<file path="config.mk">
export PLATFORM = sky130hd
export DESIGN_NAME = motor_lock_stall_sequencer
export DESIGN_NICKNAME = d
export VERILOG_FILES = /design/src/rtl/mlss_pkg.sv /design/src/rtl/motor_lock_stall_sequencer.sv
export SDC_FILE = /design/constraint.sdc
export NUM_CORES = 1
export LEC_CHECK = 0
export ABC_AREA = 1
export BUFFER_PORTS_ARGS = -buffer_cell sky130_fd_sc_hd__buf_2
export CORE_UTILIZATION = 55
export CTS_CLUSTER_SIZE = 14
export DETAILED_ROUTE_END_ITERATION = 8
export MAX_ROUTING_LAYER = met4
export PLACE_DENSITY = 0.73
export SLEW_MARGIN = 30
export SYNTH_ARGS = -nofsm -noshare
export SYNTH_HDL_FRONTEND = slang
export SYNTH_SLANG_ARGS = --single-unit
export TNS_END_PERCENT = 1
</file>
<file path="constraint.sdc">
create_clock -name clk_i -period 23 [get_ports clk_i]
set_input_delay 2.3 -clock clk_i [delete_from_list [all_inputs] [get_ports clk_i]]
set_output_delay 2.3 -clock clk_i [all_outputs]
set_load 0.005 [all_outputs]
</file>
<file path="src/rtl/mlss_pkg.sv">
// Package for the lock motor stall sequencer: widths, codes and word types.
package mlss_pkg;

  // Field widths
  localparam int unsigned SAMPLE_BITS = 12;
  localparam int unsigned TIMER_BITS  = 16;
  localparam int unsigned RUN_BITS    = 8;
  localparam int unsigned TRIES_BITS  = 4;
  localparam int unsigned CFG_IDX_BITS  = 3;
  localparam int unsigned CFG_DATA_BITS = 16;

  // Register reset values
  localparam logic [SAMPLE_BITS-1:0] THRESH_RST  = SAMPLE_BITS'(2048);
  localparam logic [RUN_BITS-1:0]    STALL_RST   = RUN_BITS'(20);
  localparam logic [TIMER_BITS-1:0]  BLANK_RST   = TIMER_BITS'(2000);
  localparam logic [TIMER_BITS-1:0]  TIMEOUT_RST = TIMER_BITS'(20000);
  localparam logic [TIMER_BITS-1:0]  PAUSE_RST   = TIMER_BITS'(1000);
  localparam logic [TRIES_BITS-1:0]  TRIES_RST   = TRIES_BITS'(2);

  // Command codes
  typedef enum logic [1:0] {
    MODE_NONE   = 2'd0,
    MODE_LOCK   = 2'd1,
    MODE_UNLOCK = 2'd2,
    MODE_RSVD   = 2'd3
  } mode_e;

  // Sequencer phases
  typedef enum logic [1:0] {
    PH_IDLE  = 2'd0,
    PH_BLANK = 2'd1,
    PH_RUN   = 2'd2,
    PH_PAUSE = 2'd3
  } phase_e;

  // Register indexes
  typedef enum logic [CFG_IDX_BITS-1:0] {
    REG_THRESH  = 3'd0,
    REG_STALL   = 3'd1,
    REG_BLANK   = 3'd2,
    REG_TIMEOUT = 3'd3,
    REG_PAUSE   = 3'd4,
    REG_TRIES   = 3'd5
  } reg_idx_e;

  typedef struct packed {
    logic [1:0]             mode;
    logic [SAMPLE_BITS-1:0] current_sample;
    logic                   door_closed;
  } in_word_t;

  typedef struct packed {
    logic drive_lock;
    logic drive_unlock;
    logic busy_res;
    logic locked;
    logic stall_seen;
    logic done_res;
  } out_word_t;

  // Saturating timer increment
  function automatic logic [TIMER_BITS-1:0] tick_up(input logic [TIMER_BITS-1:0] t);
    tick_up = (&t) ? t : t + TIMER_BITS'(1);
  endfunction

endpackage

</file>
<file path="src/rtl/motor_lock_stall_sequencer.sv">
// Lock motor stall sequencer: input register, one step of phase logic, result register.
//
//   channel  | signals                                   | direction
//   ---------+-------------------------------------------+----------
//   in       | in_valid_i, in_stall_o, in_data_i         | in
//   out      | out_valid_o, out_stall_i, out_data_o      | out
//   cfg      | cfg_valid_i, cfg_ready_o, cfg_index_i/data| in
//
// One word per cycle while the output is not stalled; a taken word passes through the input
// register, then the result register, and leaves from the result register.
// All sequencer state moves as the word passes from the input register to the result register.
// Reset clears the sequencer to idle, unlocked, and loads register defaults.
// A stalled output holds its word; the input stalls only when both stages are full
// and the output is stalled.
module motor_lock_stall_sequencer (
  input  logic                                  clk_i,
  input  logic                                  rst_ni,
  input  logic                                  in_valid_i,
  output logic                                  in_stall_o,
  input  mlss_pkg::in_word_t                    in_data_i,
  output logic                                  out_valid_o,
  input  logic                                  out_stall_i,
  output mlss_pkg::out_word_t                   out_data_o,
  input  logic                                  cfg_valid_i,
  output logic                                  cfg_ready_o,
  input  logic [mlss_pkg::CFG_IDX_BITS-1:0]     cfg_index_i,
  input  logic [mlss_pkg::CFG_DATA_BITS-1:0]    cfg_data_i
);

  localparam int unsigned SB = mlss_pkg::SAMPLE_BITS;
  localparam int unsigned TB = mlss_pkg::TIMER_BITS;
  localparam int unsigned RB = mlss_pkg::RUN_BITS;
  localparam int unsigned AB = mlss_pkg::TRIES_BITS;

  // Configuration registers
  logic [SB-1:0] thresh_q;
  logic [RB-1:0] stall_ticks_q;
  logic [TB-1:0] blank_q, timeout_q, pause_q;
  logic [AB-1:0] tries_q;

  // Sequencer state
  mlss_pkg::phase_e phase_q, phase_d;
  logic             dir_q, dir_d;
  logic [TB-1:0]    timer_q, timer_d;
  logic [RB-1:0]    run_q, run_d;
  logic [AB-1:0]    att_q, att_d;
  logic             locked_q, locked_d;

  // Pipeline stages
  logic                 in_vld_q;
  mlss_pkg::in_word_t   in_q;
  logic                 out_vld_q;
  mlss_pkg::out_word_t  out_q, res_d;
  logic                 advance, take_in;

  assign cfg_ready_o = 1'b1;
  assign advance     = in_vld_q && (!out_vld_q || !out_stall_i);
  assign in_stall_o  = in_vld_q && !advance;
  assign take_in     = in_valid_i && !in_stall_o;
  assign out_valid_o = out_vld_q;
  assign out_data_o  = out_q;

  // Register writes
  always_ff @(posedge clk_i or negedge rst_ni) begin
    if (!rst_ni) begin
      thresh_q      <= mlss_pkg::THRESH_RST;
      stall_ticks_q <= mlss_pkg::STALL_RST;
      blank_q       <= mlss_pkg::BLANK_RST;
      timeout_q     <= mlss_pkg::TIMEOUT_RST;
      pause_q       <= mlss_pkg::PAUSE_RST;
      tries_q       <= mlss_pkg::TRIES_RST;
    end else if (cfg_valid_i && cfg_ready_o) begin
      unique case (cfg_index_i)
        mlss_pkg::REG_THRESH:  thresh_q      <= cfg_data_i[SB-1:0];
        mlss_pkg::REG_STALL:   stall_ticks_q <= cfg_data_i[RB-1:0];
        mlss_pkg::REG_BLANK:   blank_q       <= cfg_data_i[TB-1:0];
        mlss_pkg::REG_TIMEOUT: timeout_q     <= cfg_data_i[TB-1:0];
        mlss_pkg::REG_PAUSE:   pause_q       <= cfg_data_i[TB-1:0];
        mlss_pkg::REG_TRIES:   tries_q       <= cfg_data_i[AB-1:0];
        default: ;
      endcase
    end
  end

  // One tick of the sequencer, phases fall through within the tick
  always_comb begin
    logic [RB-1:0] need_stall;
    logic [AB-1:0] need_tries;
    logic          drive, stall, done;
    need_stall = (stall_ticks_q == '0) ? RB'(1) : stall_ticks_q;
    need_tries = (tries_q == '0) ? AB'(1) : tries_q;
    drive    = 1'b0;
    stall    = 1'b0;
    done     = 1'b0;
    phase_d  = phase_q;
    dir_d    = dir_q;
    timer_d  = timer_q;
    run_d    = run_q;
    att_d    = att_q;
    locked_d = locked_q;

    // Command decode while idle; door open on lock skips the motor
    if (phase_d == mlss_pkg::PH_IDLE) begin
      if (in_q.mode == mlss_pkg::MODE_LOCK && !in_q.door_closed) begin
        locked_d = 1'b1;
        done     = 1'b1;
      end else if (in_q.mode == mlss_pkg::MODE_LOCK ||
                   in_q.mode == mlss_pkg::MODE_UNLOCK) begin
        dir_d   = (in_q.mode == mlss_pkg::MODE_LOCK);
        phase_d = mlss_pkg::PH_BLANK;
        timer_d = '0;
        run_d   = '0;
        att_d   = '0;
      end
    end

    // Blanking: drive, ignore current
    if (phase_d == mlss_pkg::PH_BLANK) begin
      if (timer_d >= blank_q) begin
        phase_d = mlss_pkg::PH_RUN;
        timer_d = '0;
        run_d   = '0;
      end else begin
        drive   = 1'b1;
        timer_d = mlss_pkg::tick_up(timer_d);
      end
    end

    // Run: count pushing ticks, stop on stall or timeout
    if (phase_d == mlss_pkg::PH_RUN) begin
      if (in_q.current_sample >= thresh_q) begin
        run_d = (&run_d) ? run_d : run_d + RB'(1);
      end else begin
        run_d = '0;
      end
      if (run_d >= need_stall) begin
        stall   = 1'b1;
        phase_d = mlss_pkg::PH_PAUSE;
        timer_d = '0;
      end else if (timer_d >= timeout_q) begin
        phase_d = mlss_pkg::PH_PAUSE;
        timer_d = '0;
      end else begin
        drive   = 1'b1;
        timer_d = mlss_pkg::tick_up(timer_d);
      end
    end

    // Pause: relays off, then next attempt or finish
    if (phase_d == mlss_pkg::PH_PAUSE) begin
      timer_d = mlss_pkg::tick_up(timer_d);
      if (timer_d >= pause_q) begin
        att_d = att_d + AB'(1);
        if (att_d == '0 || att_d >= need_tries) begin
          phase_d  = mlss_pkg::PH_IDLE;
          locked_d = dir_d;
          done     = 1'b1;
        end else begin
          phase_d = mlss_pkg::PH_BLANK;
        end
        timer_d = '0;
        run_d   = '0;
      end
    end

    res_d.drive_lock   = drive && dir_d;
    res_d.drive_unlock = drive && !dir_d;
    res_d.busy_res     = (phase_d != mlss_pkg::PH_IDLE);
    res_d.locked       = locked_d;
    res_d.stall_seen   = stall;
    res_d.done_res     = done;
  end

  // State and stage valids
  always_ff @(posedge clk_i or negedge rst_ni) begin
    if (!rst_ni) begin
      phase_q   <= mlss_pkg::PH_IDLE;
      dir_q     <= 1'b0;
      timer_q   <= '0;
      run_q     <= '0;
      att_q     <= '0;
      locked_q  <= 1'b0;
      in_vld_q  <= 1'b0;
      out_vld_q <= 1'b0;
    end else begin
      if (advance) begin
        phase_q  <= phase_d;
        dir_q    <= dir_d;
        timer_q  <= timer_d;
        run_q    <= run_d;
        att_q    <= att_d;
        locked_q <= locked_d;
      end
      if (take_in) begin
        in_vld_q <= 1'b1;
      end else if (advance) begin
        in_vld_q <= 1'b0;
      end
      if (advance) begin
        out_vld_q <= 1'b1;
      end else if (!out_stall_i) begin
        out_vld_q <= 1'b0;
      end
    end
  end

  // Payload registers
  always_ff @(posedge clk_i) begin
    if (take_in) begin
      in_q <= in_data_i;
    end
    if (advance) begin
      out_q <= res_d;
    end
  end

`ifndef SYNTH
  // Relays are never both on
  a_relay_excl: assert property (@(posedge clk_i) disable iff (!rst_ni)
    out_vld_q |-> !(out_q.drive_lock && out_q.drive_unlock))
    else $error("both relays driven");

  // A finished sequence leaves the block idle
  a_done_idle: assert property (@(posedge clk_i) disable iff (!rst_ni)
    out_vld_q && out_q.done_res |-> !out_q.busy_res)
    else $error("done while still busy");

  // Drive only happens inside a sequence
  a_drive_busy: assert property (@(posedge clk_i) disable iff (!rst_ni)
    out_vld_q && (out_q.drive_lock || out_q.drive_unlock) |-> out_q.busy_res)
    else $error("drive while idle");

  // Locked flag moves only with a done word
  a_lock_done: assert property (@(posedge clk_i) disable iff (!rst_ni)
    locked_q != $past(locked_q) |-> out_vld_q && out_q.done_res)
    else $error("locked flag changed without done");

  // Idle state carries no attempt in progress on the output
  a_idle_nobusy: assert property (@(posedge clk_i) disable iff (!rst_ni)
    $past(advance) && phase_q == mlss_pkg::PH_IDLE |-> !out_q.busy_res)
    else $error("busy reported while idle");
`endif

endmodule

</file>
# == After elaboration in Yosys (flattened, before gate mapping) ==
# Cells that the tools add are included.
# word_totals
ff_bits,127
input_bits,39
output_inout_bits,9
word_cells,142
# classes
n_addsub,5
order_cmp,6
eq_ne,11
n_mux,65
n_reduce_logical,32
# op_table
operator,n
$mux 16,13
$mux 8,12
$add 16x1->16 const B,3
$ge 16x16->1,3
$reduce_and 16->1,3
$mux 1,24
$mux 4,6
$mux 2,10
$ge 12x12->1,1
$reduce_and 2->1,6
$add 8x1->8 const B,1
$ge 8x8->1,1
$logic_not 4->1,2
$logic_not 8->1,1
$reduce_and 8->1,1
$eq 2x2->1 const B,3
$eq 3x2->1 const B,2
$eq 3x3->1 const B,2
$logic_and 1x1->1,6
$logic_not 1->1,6
$add 4x1->4 const B,1
$eq 2x1->1 const B,2
$ge 4x4->1,1
$reduce_bool 2->1,2
5 further kinds,7

# == Logic depth before layout (Yosys ltp) ==
# Gate-level depths: netlist of the first run.
# logic_depth
word_depth,21
mapped_depth,72
mapped_depth_nobuf,69

# == Least setup slack after synthesis of the first run ==
# No wires, ideal clock.
# synth_path
kind,reg2reg
start,register in_q[13] in the netlist's numbering
end,"register out_q, in the netlist out_data_o[2] (data pin)"
setup_time_ps,256
t_arrival_ps,7645
t_required_ps,22744
setup_slack_ps,15099
path_stages_with_launch,63
n_path_buf,4
period_less_slack_ps,7901
path_cell_list,edfxtp_1 -> ha_1 -> inv_1 -> nand3_4 -> buf_8 -> buf_6 -> buf_2 -> nand2_1 -> inv_1 -> ha_1 -> a21oi_1 -> o21ai_1 -> nor2_1 -> nand3_1 -> nand2_1 -> inv_2 -> nor2_1 -> inv_1 -> [27 not listed] -> o21ai_0 -> a21boi_0 -> o21ai_0 -> nand2_1 -> a21oi_1 -> o21bai_1 -> nand2_1 -> nand2_1 -> nand2_1 -> nand2_1 -> a21oi_1 -> o211ai_1 -> a21oi_1 -> nor2_1 -> nand2_1 -> nand2_1 -> nor2_1 -> nor2_1
# synth_between
elab_chain_cells,20
elab_cells_between_ends,61
cone_classes,add/sub (5); order compare (5); eq/ne (5); mux (38); reduce/logical (8)
# synth_rtl
element,line,rtl
from (decl),motor_lock_stall_sequencer.sv:51,mlss_pkg::in_word_t in_q;
from (signal assigned),motor_lock_stall_sequencer.sv:210,in_q <= in_data_i;
$eq 2x1->1 / $eq 2x2->1 (equally long branches),-,
$logic_or 1x1->1,motor_lock_stall_sequencer.sv:107,end else if (in_q.mode == mlss_pkg::MODE_LOCK ||
$mux 16,motor_lock_stall_sequencer.sv:107,
$mux 16,motor_lock_stall_sequencer.sv:104,if (in_q.mode == mlss_pkg::MODE_LOCK && !in_q.door_closed) begin
$mux 16,motor_lock_stall_sequencer.sv:103,if (phase_d == mlss_pkg::PH_IDLE) begin
$ge 16x16->1,motor_lock_stall_sequencer.sv:119,if (timer_d >= blank_q) begin
$mux 8,motor_lock_stall_sequencer.sv:119,
$mux 8,motor_lock_stall_sequencer.sv:118,if (phase_d == mlss_pkg::PH_BLANK) begin
[5 not listed],-,
$mux 16,motor_lock_stall_sequencer.sv:136,if (run_d >= need_stall) begin
$mux 16,motor_lock_stall_sequencer.sv:130,if (phase_d == mlss_pkg::PH_RUN) begin
$add 16x1->16 / $reduce_and 16->1 (equally long branches),mlss_pkg.sv:63,tick_up = (&t) ? t : t + TIMER_BITS'(1);
$mux 16,mlss_pkg.sv:63,
$ge 16x16->1,motor_lock_stall_sequencer.sv:152,if (timer_d >= pause_q) begin
$mux 1,motor_lock_stall_sequencer.sv:152,
$mux 1 (*),motor_lock_stall_sequencer.sv:150,if (phase_d == mlss_pkg::PH_PAUSE) begin
via locked_d,motor_lock_stall_sequencer.sv:47,"logic locked_q, locked_d;"
to (signal assigned),motor_lock_stall_sequencer.sv:213,out_q <= res_d;
to (decl),motor_lock_stall_sequencer.sv:53,"mlss_pkg::out_word_t out_q, res_d;"
# The timed path passes the listed nets; every way through them passes the cells marked *. The select of a mux whose other input is x is not followed.
# A chain may end at the register's enable or synchronous reset.

# == Worst setup path after layout of the first run ==
# layout_path
start,register in_q[13] in the netlist's numbering
end,register timer_q[1]
# layout_between
elab_chain_cells,20
elab_cells_between_ends,48
cone_classes,add/sub (4); order compare (4); eq/ne (5); mux (29); reduce/logical (6)
# layout_rtl
element,line,rtl
$eq 2x1->1 / $eq 2x2->1 (equally long branches),"motor_lock_stall_sequencer.sv:104, motor_lock_stall_sequencer.sv:107, motor_lock_stall_sequencer.sv:108",
$logic_or 1x1->1,motor_lock_stall_sequencer.sv:107,
$mux 16,motor_lock_stall_sequencer.sv:107,
$mux 16,motor_lock_stall_sequencer.sv:104,
$mux 16,motor_lock_stall_sequencer.sv:103,
$ge 16x16->1,motor_lock_stall_sequencer.sv:119,
$mux 8,motor_lock_stall_sequencer.sv:119,
$mux 8,motor_lock_stall_sequencer.sv:118,
[4 not listed],-,
$ge 8x8->1,motor_lock_stall_sequencer.sv:136,
$mux 16,motor_lock_stall_sequencer.sv:136,
$mux 16,motor_lock_stall_sequencer.sv:130,
$add 16x1->16 / $reduce_and 16->1 (equally long branches),mlss_pkg.sv:63,
$mux 16,mlss_pkg.sv:63,
$ge 16x16->1,motor_lock_stall_sequencer.sv:152,
$mux 16,motor_lock_stall_sequencer.sv:152,
$mux 16 (*),motor_lock_stall_sequencer.sv:150,
to (signal assigned),motor_lock_stall_sequencer.sv:189,timer_q <= timer_d;
to (decl),motor_lock_stall_sequencer.sv:44,"logic [TB-1:0] timer_q, timer_d;"
# Mark *: on every way between the ends. The rest lies on a longest branch, timed or not. The select of a mux whose other input is x is not followed.

==> impl_metrics.json, run 1 <==
{
  "die_w_um": 135,
  "ios": 48,
  "port_buffers": 46,
  "hold_class": "flop to flop",
  "dieArea_um2": 18200,
  "start_kind": "flop",
  "irDropWorstVdd_v": 0.0000850,
  "top_usage_layer": "met2",
  "numCtsBuffers": 17,
  "async_flop_share_pct": 83.5,
  "final_design_area_no_fill_um2": 10700,
  "setup_viol": 0,
  "required_ns": 23.32,
  "cp-end-kind": "flop",
  "cts-root-buf": "clkbuf_16",
  "postLayoutCoreUtil_pct": 61.9,
  "grt_usage_pct": 33.4,
  "rows": 48,
  "drt_wl_total_mm": 28.1,
  "seq_area_frac_synth_pct": 34.1,
  "slowest_stage": "a21oi_1",
  "first_iter_violations": 698,
  "yosys_warnings": 0,
  "dr.pass1.iters": 6,
  "use_met3_pct": 6.46,
  "dp_hpwl_mm": 21.9,
  "syn_area_um2": 9700,
  "synth_cells": 1375,
  "clockBufferDepth": 2,
  "nNetsFinal": 1530,
  "vias_per_cell": 5.49,
  "worst_path_most_repeated_cell": "nand2_1",
  "p_int_uw": 781,
  "pwr-share-clk_pct": 15.2,
  "mostFrequentLayoutCell": "nand2_1",
  "hold_ws_ns": 0.488,
  "antenna_found_initial": 1,
  "yosys.area.top_type_share_pct": 21.9,
  "setup_tns_ns": 0,
  "final_cell_mix": "361 x nand2_1, 221 x inv_1, 117 x o21ai_0",
  "cts_tree": "done",
  "grt_pass1_vias": 8264,
  "critPathMaxStageDelay_ns": 0.43,
  "clock_latency_ns": 0.43,
  "status": "completed",
  "cts_setup_buffers": 0,
  "max_freq_mhz": 102,
  "comb_power_share_pct": 65.0,
  "power_mw": 1.73,
  "cts.sinks": 127,
  "wl_per_cell_um": 17.0,
  "use_met1_pct": 45.8,
  "tightest_slew_ns": 0.861,
  "powerDensity_nw_per_um2": 162,
  "power_switching_uw": 945,
  "use_met2_pct": 47.5,
  "cp_max_fo": 33,
  "synth_flop_cell": "dfrtp_1",
  "die_h_um": 135,
  "h-tree-depth": 4,
  "rsz0062_at_grt": "no",
  "synth-edff-count": 21,
  "n_fill_cell": 1587,
  "core_um2": 17200,
  "period_minus_slack_ns": 9.81,
  "p_leak_nw": 5.57,
  "cts-resized-gates": 0,
  "drc": 0,
  "slew_violations": 0,
  "ys_types": 53,
  "finalCritPeriodShare_pct": 42.6,
  "slew_headroom_pct": 42.4,
  "syn_nets": 1492,
  "drive_gt1_share_pct": 15.2,
  "synth_area_leader_cell": "dfrtp_1",
  "ys_ff_latch": 127,
  "synth_area_leaders": "dfrtp_1 22%, nand2_1 14%, ha_1 10%",
  "clock_skew_ns": 0.0123,
  "place_congestion": 0.993,
  "holdBufCountCts": 0,
  "cap_violations": 0,
  "finalHoldViolations": 0,
  "avgSynthCellArea_um2": 7.05,
  "vias": 9067,
  "grt_pass1_wl_mm": 44.2,
  "ant_nets": 0,
  "path_class": "flop to flop",
  "multi_input_area_um2": 5310,
  "overflow": 0,
  "regArea_um2": 3310,
  "sequentialPowerShare_pct": 19.8,
  "worst_ep_arrival_time_ns": 10.13,
  "clk_pin_slew_ns": 0.06,
  "grt_start_max_net_pins": 77,
  "swShare_pct": 54.8,
  "synthToLayoutAreaGrowth_pct": 10.1,
  "dpl-instance-area_um2": 10100,
  "initial_core_util_pct": 56.3
}
sequential cells by signal, summed over array words and instances, names as in the netlist:
register and flops:
att_q 4, blank_q 16, dir_q 1, in_q 15, in_vld_q 1, locked_q 1
out_data_o 6, out_valid_o 1, pause_q 16, phase_q 2, run_q 8, stall_ticks_q 8
thresh_q 12, timeout_q 16, timer_q 16, tries_q 4
metrics by stage:
step	worst slack (ns)	cells
after detailed placement	13.44	1619
after CTS	13.37	1651
after global placement	13.61	1619
after floorplan	15.10	1375
final	13.19	1652
after global routing	12.13	1652
routing by layer:
metal | routed length, µm | share of wire, %
met1 | 12800 | 46
met3 | 2110 | 7.5
met4 | 1110 | 3.9
met2 | 12100 | 43
met5 | 0 | 0
critical path: cells and delay by family, from the launching register on:
kind	cells	cell delay [ns]
simple gates	30	4.10
buf+inv	11	1.61
fa+ha+maj	6	1.68
flops	1	0.37
compound gates	13	1.92
power by group through the flow:
stage	Sequential, mW	Clock, mW	Combinational [mW]
after floorplan	0.326	0	0.794
after global placement	0.342	0	1.08
after detailed placement	0.343	0	1.09
after CTS	0.340	0.265	1.10
after global routing	0.346	0.275	1.25
final	0.342	0.262	1.12
path summary, 6_finish.rpt:
path / startpoint / end / slack (ns) / depth (start not counted)
setup / recovery: in_q[13]$_DFFE_PP_ / timer_q[1]$_DFFE_PN0P_ / 13.19 / 60
hold / removal: blank_q[12]$_DFFE_PN0P_ / blank_q[12]$_DFFE_PN0P_ / 0.49 / 2
setup reg to reg: in_q[13]$_DFFE_PP_ / timer_q[1]$_DFFE_PN0P_ / 13.19 / 60
hold reg to reg: blank_q[12]$_DFFE_PN0P_ / blank_q[12]$_DFFE_PN0P_ / 0.49 / 2
max in group asynchronous: rst_ni / pause_q[10]$_DFFE_PN0P_ / 20.19 / 2
min in group asynchronous: rst_ni / thresh_q[2]$_DFFE_PN0P_ / 1.80 / 1
layout make-up:
type,count,share of cell area (%)
diodes,1,0.0234
inverters,242,8.51
repair buffers,52,2.64
well taps,225,2.64
clock buffers,19,4.35
flip-flops and latches,127,31.0
multi-input cells,973,49.8
clock inverters,13,1.09
synthesized netlist by cell type (all sizes together) (21+ instances only):
cell type    n
nand3       99
nand2      390
ha          78
nand4       23
edfxtp      21
a21oi       57
o21ai      122
clkbuf      21
nor2       144
inv        238
dfrtp       85
dfstp       21
kinds of logic (layout without fill, tap and decap cells):
logic type      count (synthesis)  after routing  synth area share, %
simple gates                  677            677                 31.7
buf+inv                       275            326                 11.2
compound gates                204            204                 11.6
flops                         127            127                 34.1
fa+ha+maj                      78             78                 10.1
xor+xnor                       12             12                 1.08
other cells                     1              2               0.0387
mux                             1              1                0.103
(Power assumes the default switching activity.)
==> run 2: changes to the inputs <==
Settings changed: PLACE_DENSITY 0.73 to 0.76.
Clock period 23 ns to 8.2 ns, I/O delays scaled along.
==> run 2 against run 1 <==
  * Via count rose by 2.7%
  * Worst hold slack got worse by 0.17 ns
  * Worst setup slack got worse by 13 ns
  * Final cell count rose by 2.8%
  * Largest power group unchanged
  * Highest routed layer unchanged
==> impl_metrics.json, run 2 (synthesis results as in run 1) <==
{
  "overflow": 0,
  "sequentialPowerShare_pct": 18.3,
  "cp_max_fo": 9,
  "p_leak_nw": 5.84,
  "finalCritPeriodShare_pct": 95.5,
  "p_int_mw": 2.47,
  "numCtsBuffers": 17,
  "critPathCapture": "timer_q[0]$_DFFE_PN0P_",
  "period_minus_slack_ns": 7.83,
  "die_w_um": 135,
  "irDropWorstVdd_v": 0.000239,
  "tightest_slew_ns": 0.851,
  "place_congestion": 1.02,
  "cap_violations": 0,
  "path_class": "flop to flop",
  "setup_viol": 0,
  "cp-end-kind": "flop",
  "cts-root-buf": "clkbuf_16",
  "r2r_start": "in_q[14]$_DFFE_PP_",
  "required_ns": 8.55,
  "die_h_um": 135,
  "initial_core_util_pct": 56.3,
  "regArea_um2": 3310,
  "ios": 48,
  "slowest_stage": "edfxtp_1",
  "slew_headroom_pct": 43.1,
  "vias": 9315,
  "fin_cells": 1698,
  "ant_nets": 0,
  "r2r_cells": 62,
  "cts_tree": "done",
  "clock_skew_ns": 0.0132,
  "powerDensity_nw_per_um2": 470,
  "dieArea_um2": 18200,
  "holdBufCountCts": 0,
  "power_switching_mw": 2.83,
  "cts.sinks": 127,
  "status": "completed",
  "grt_pass1_vias": 8558,
  "pwr-share-clk_pct": 14.5,
  "rows": 48,
  "grt_start_max_net_pins": 76,
  "grt_usage_pct": 33.7,
  "dp_cells": 1653,
  "clockBufferDepth": 2,
  "multi_input_area_um2": 5550,
  "h-tree-depth": 4,
  "core_um2": 17200,
  "worst_ep_arrival_time_ns": 8.18,
  "clock_latency_ns": 0.43,
  "antenna_found_initial": 0,
  "slew_violations": 0,
  "clk_pin_slew_ns": 0.07,
  "hold_class": "input port to asynchronous set/reset pin",
  "r2r_slack_ns": 0.37,
  "worst_path_most_repeated_cell": "nand2_1",
  "first_iter_violations": 879,
  "crit_start": "in_q[14]$_DFFE_PP_",
  "drc": 0,
  "final_cell_mix": "346 x nand2_1, 213 x inv_1, 111 x o21ai_0",
  "nNetsFinal": 1577,
  "critPathMaxStageDelay_ns": 0.38,
  "wl_per_cell_um": 17.1,
  "max_freq_mhz": 128,
  "n_fill_cell": 1500,
  "reg2reg_to": "timer_q[0]$_DFFE_PN0P_",
  "dr.pass1.iters": 5,
  "mostFrequentLayoutCell": "nand2_1",
  "swShare_pct": 53.4,
  "drive_gt1_share_pct": 21.2,
  "finalHoldViolations": 0,
  "synthToLayoutAreaGrowth_pct": 16.3,
  "comb_power_share_pct": 67.2,
  "dp_hpwl_mm": 21.8,
  "port_buffers": 46,
  "drt_wl_total_mm": 29.1,
  "start_kind": "flop",
  "postLayoutCoreUtil_pct": 65.4,
  "vias_per_cell": 5.49,
  "grt_pass1_wl_mm": 45.0,
  "antenna_cells": 0
}
==> run 2: cell count changes in the layout (fill, tap and decap cells not counted), sizes merged <==
cell      previous run  this run
inv                245       248
clkinv               9         5
nand3               99       101
clkbuf              19        17
diode                1         0
bufinv               0         1
clkinvlp             1         3
buf                 52        97
==> run 2: repair_timing <==
action	in CTS	in global routing
pin swaps	0	15
resized for setup	5	68
gates cloned	1	1
setup buffers	0	11
endpoints found under the setup margin	30	34
==> run 2: power groups by stage <==
stage          clock (mW)  combinational, mW  sequential, mW
2_1_floorplan           0               2.23           0.915
3_3_place_gp            0               3.19           0.960
3_5_place_dp            0               3.24           0.965
4_1_cts             0.773               3.28           0.956
5_1_grt             0.800               3.90           0.981
6_report            0.768               3.56           0.969
==> run 2: stage by stage <==
step / area (µm²) / hold slack (ns) / power [mW] / setup TNS [ns] / setup slack (ns)
6_report: 11300 / 0.319 / 5.30 / 0 / 0.371
3_3_place_gp: 10300 / 0.466 / 4.15 / 0 / 0.146
3_5_place_dp: 10300 / 0.473 / 4.20 / -1.40 / -0.157
5_1_grt: 11300 / 0.346 / 5.68 / -0.453 / -0.0838
2_1_floorplan: 9700 / 0.446 / 3.14 / 0 / 0.299
4_1_cts: 11000 / 0.326 / 5.01 / 0 / 0.0167
==> run 2: critical path: cells and delay by family, from the launching register on <==
| family | cells | cell delay, ns |
|---|---|---|
| AOI/OAI and AO/OA | 12 | 1.42 |
| buffers and inverters | 12 | 1.36 |
| adders and majority gates | 5 | 1.28 |
| DFF | 1 | 0.38 |
| and+or+nand+nor | 33 | 3.25 |
==> run 2: metal layers <==
| layer | vias to the layer above | track usage [%] | wire length, µm |
|---|---|---|---|
| li1 | 4571 | - | - |
| met1 | 4239 | 44.7 | 12400 |
| met2 | 427 | 50.7 | 13100 |
| met3 | 78 | 6.34 | 2620 |
| met4 | 0 | 13.6 | 992 |
| met5 | - | - | 0 |
==> run 2: cell type report <==
| type | count | area share, % |
|---|---|---|
| Clock inverter | 15 | 1.50 |
| Sequential cell | 127 | 29.4 |
| Clock buffer | 17 | 3.77 |
| Multi-Input combinational cell | 975 | 49.3 |
| Inverter | 242 | 8.12 |
| Timing Repair Buffer | 97 | 5.49 |
| Tap cell | 225 | 2.50 |
==> run 2: worst min-delay path by stage <==
stage	slack (ns)	depth (start not counted)	to	start
finish	0.32	1	thresh_q[0]$_DFFE_PN0P_	rst_ni
global route	0.35	1	thresh_q[0]$_DFFE_PN0P_	rst_ni
floorplan	0.45	2	dir_q$_DFFE_PN0P_	dir_q$_DFFE_PN0P_
global placement	0.47	2	dir_q$_DFFE_PN0P_	dir_q$_DFFE_PN0P_
CTS	0.33	1	thresh_q[0]$_DFFE_PN0P_	rst_ni
detailed placement	0.47	2	stall_ticks_q[5]$_DFFE_PN0P_	stall_ticks_q[5]$_DFFE_PN0P_
==> run 3: changes to the inputs <==
Settings changed: CORE_MARGIN from default to 2.
Clock period 8.2 ns to 6.35 ns, I/O delays scaled along.
==> run 3 against run 2 <==
  * The run now ends with setup timing left
  * Largest power group unchanged
  * Final cell count up 14%
  * Clock power up 22%
  * Critical endpoint is now out_data_o[2]$_DFFE_PP_
  * Via count up 15%
  * Flip-flop and latch count unchanged
  * Clock-buffer cell count up 1
  * Sequential share of layout area down 4.4 points
  * Clock skew down 0.0030 ns
  * Die area up 3.0%
  * Combinational power up 77%
==> impl_metrics.json, run 3 (synthesis results as in run 1) <==
{
  "mostFrequentLayoutCell": "nand2_1",
  "cp_max_fo": 6,
  "use_met3_pct": 5.44,
  "antenna_found_initial": 0,
  "vias_per_cell": 5.53,
  "status": "finished, violations left",
  "grt_pass1_vias": 10300,
  "drive_gt1_share_pct": 33.4,
  "h-tree-depth": 4,
  "clk_pin_slew_ns": 0.06,
  "tightest_slew_ns": 0.771,
  "irDropWorstVdd_v": 0.000324,
  "nNetsFinal": 1808,
  "ant_nets": 0,
  "r2r_start": "in_q[13]$_DFFE_PP_",
  "dr.pass1.iters": 5,
  "place_congestion": 1.03,
  "use_met2_pct": 59.1,
  "start_kind": "flop",
  "cp_top_family": "simple AND/OR/NAND/NOR gates",
  "n_fill_cell": 1172,
  "use_met1_pct": 51.2,
  "setup_tns_ns": -41.28,
  "drc": 0,
  "worst_ep_arrival_time_ns": 7.83,
  "powerDensity_nw_per_um2": 637,
  "cap_violations": 0,
  "max_freq_mhz": 131,
  "grt_pass1_wl_mm": 53.6,
  "grt_usage_pct": 38.8,
  "die_w_um": 137,
  "clock_latency_ns": 0.43,
  "cts_tree": "done",
  "p_leak_nw": 6.97,
  "required_ns": 6.53,
  "slowest_stage": "edfxtp_1",
  "slew_violations": 0,
  "rows": 48,
  "finalHoldViolations": 0,
  "numCtsBuffers": 17,
  "clock_skew_ns": 0.0102,
  "rsz0062_at_grt": "yes",
  "ios": 48,
  "vias": 10700,
  "core_um2": 17200,
  "die_h_um": 137,
  "first_iter_violations": 1161,
  "fin_ws_ns": -1.30,
  "hold_class": "input port to asynchronous set/reset pin",
  "synthToLayoutAreaGrowth_pct": 36.7,
  "initial_core_util_pct": 56.3,
  "drt_wl_total_mm": 33.8,
  "crit_start": "in_q[13]$_DFFE_PP_",
  "clockBufferDepth": 2,
  "top_usage_layer": "met2",
  "overflow": 0,
  "cts-root-buf": "clkbuf_16",
  "critPathMaxStageDelay_ns": 0.42,
  "worst_path_most_repeated_cell": "nand2_1",
  "dp_hpwl_mm": 24.4,
  "dieArea_um2": 18700,
  "slew_headroom_pct": 48.6,
  "postLayoutCoreUtil_pct": 76.9,
  "port_buffers": 46,
  "cp-end-kind": "flop",
  "wl_per_cell_um": 17.5,
  "antenna_cells": 0,
  "cts.sinks": 127,
  "grt_start_max_net_pins": 84,
  "failed_checks": "setup timing",
  "critPathBufInv": 10,
  "path_class": "flop to flop",
  "setup_viol": 34,
  "final_cell_mix": "344 x nand2_1, 276 x buf_4, 209 x inv_1",
  "finalCritPeriodShare_pct": 121,
  "period_minus_slack_ns": 7.65
}
==> run 3: changes by cell type in the layout (fill, tap and decap cells not counted), moves of 6 or more <==
cell and delta:
a21oi_1 -6, nor2_4 +6, ha_1 -7, buf_4 +225, a21oi_2 +6, ha_4 +7
==> run 3: path summary, 6_finish.rpt <==
path	to	slack (ns)	depth (start not counted)
worst max-delay path	out_data_o[2]$_DFFE_PP_	-1.30	63
worst min-delay path	thresh_q[2]$_DFFE_PN0P_	0.10	1
worst max register to register	out_data_o[2]$_DFFE_PP_	-1.30	63
worst min register to register	dir_q$_DFFE_PN0P_	0.49	2
max in group asynchronous	thresh_q[8]$_DFFE_PN0P_	5.18	2
min in group clk_i	in_q[12]$_DFFE_PP_	0.38	1
==> run 3: layer usage <==
metal	up-vias	routed length [µm]
li1	5026	-
met1	4974	14000
met2	551	15200
met3	126	2860
met4	0	1700
met5	-	0
==> run 3: layout make-up <==
type,count,area [µm²],share of cell area [%]
multi-input combinational,975,5790,43.7
sequential,127,3310,25.0
timing repair buffer,328,2390,18.0
inverter,242,923,6.97
clock buffer,18,429,3.24
tap,225,282,2.12
clock inverter,14,131,0.992
==> run 3: report_power, final <==
| group | leakage [nW] | switching (mW) | internal, mW | total (mW) |
|---|---|---|---|---|
| sequential | 1.48 | 0.138 | 1.06 | 1.20 |
| combinational | 5.21 | 3.59 | 2.70 | 6.29 |
| clock | 0.271 | 0.395 | 0.544 | 0.938 |
| total | 6.97 | 4.12 | 4.31 | 8.43 |
==> run 3: repair_timing <==
action | in CTS | in global routing
gates cloned | 2 | 0
hold buffers | 0 | 0
resized for setup | 70 | 12
buffers inserted | 35 | 2
pin swaps | 53 | 5
endpoints found under the setup margin | 34 | 34
==> run 3: per-stage QoR <==
| stage | area, µm² | total power [mW] | std cells | hold slack, ns | worst slack (ns) |
|---|---|---|---|---|---|
| 5_1_grt | 13200 | 9.00 | 1929 | 0.118 | -1.70 |
| 3_3_place_gp | 12000 | 6.73 | 1858 | 0.463 | -1.41 |
| 4_1_cts | 13200 | 8.13 | 1927 | 0.107 | -0.919 |
| 2_1_floorplan | 9850 | 4.21 | 1375 | 0.339 | -0.858 |
| 6_report | 13200 | 8.43 | 1929 | 0.103 | -1.30 |
| 3_5_place_dp | 12000 | 6.84 | 1858 | 0.474 | -1.54 |
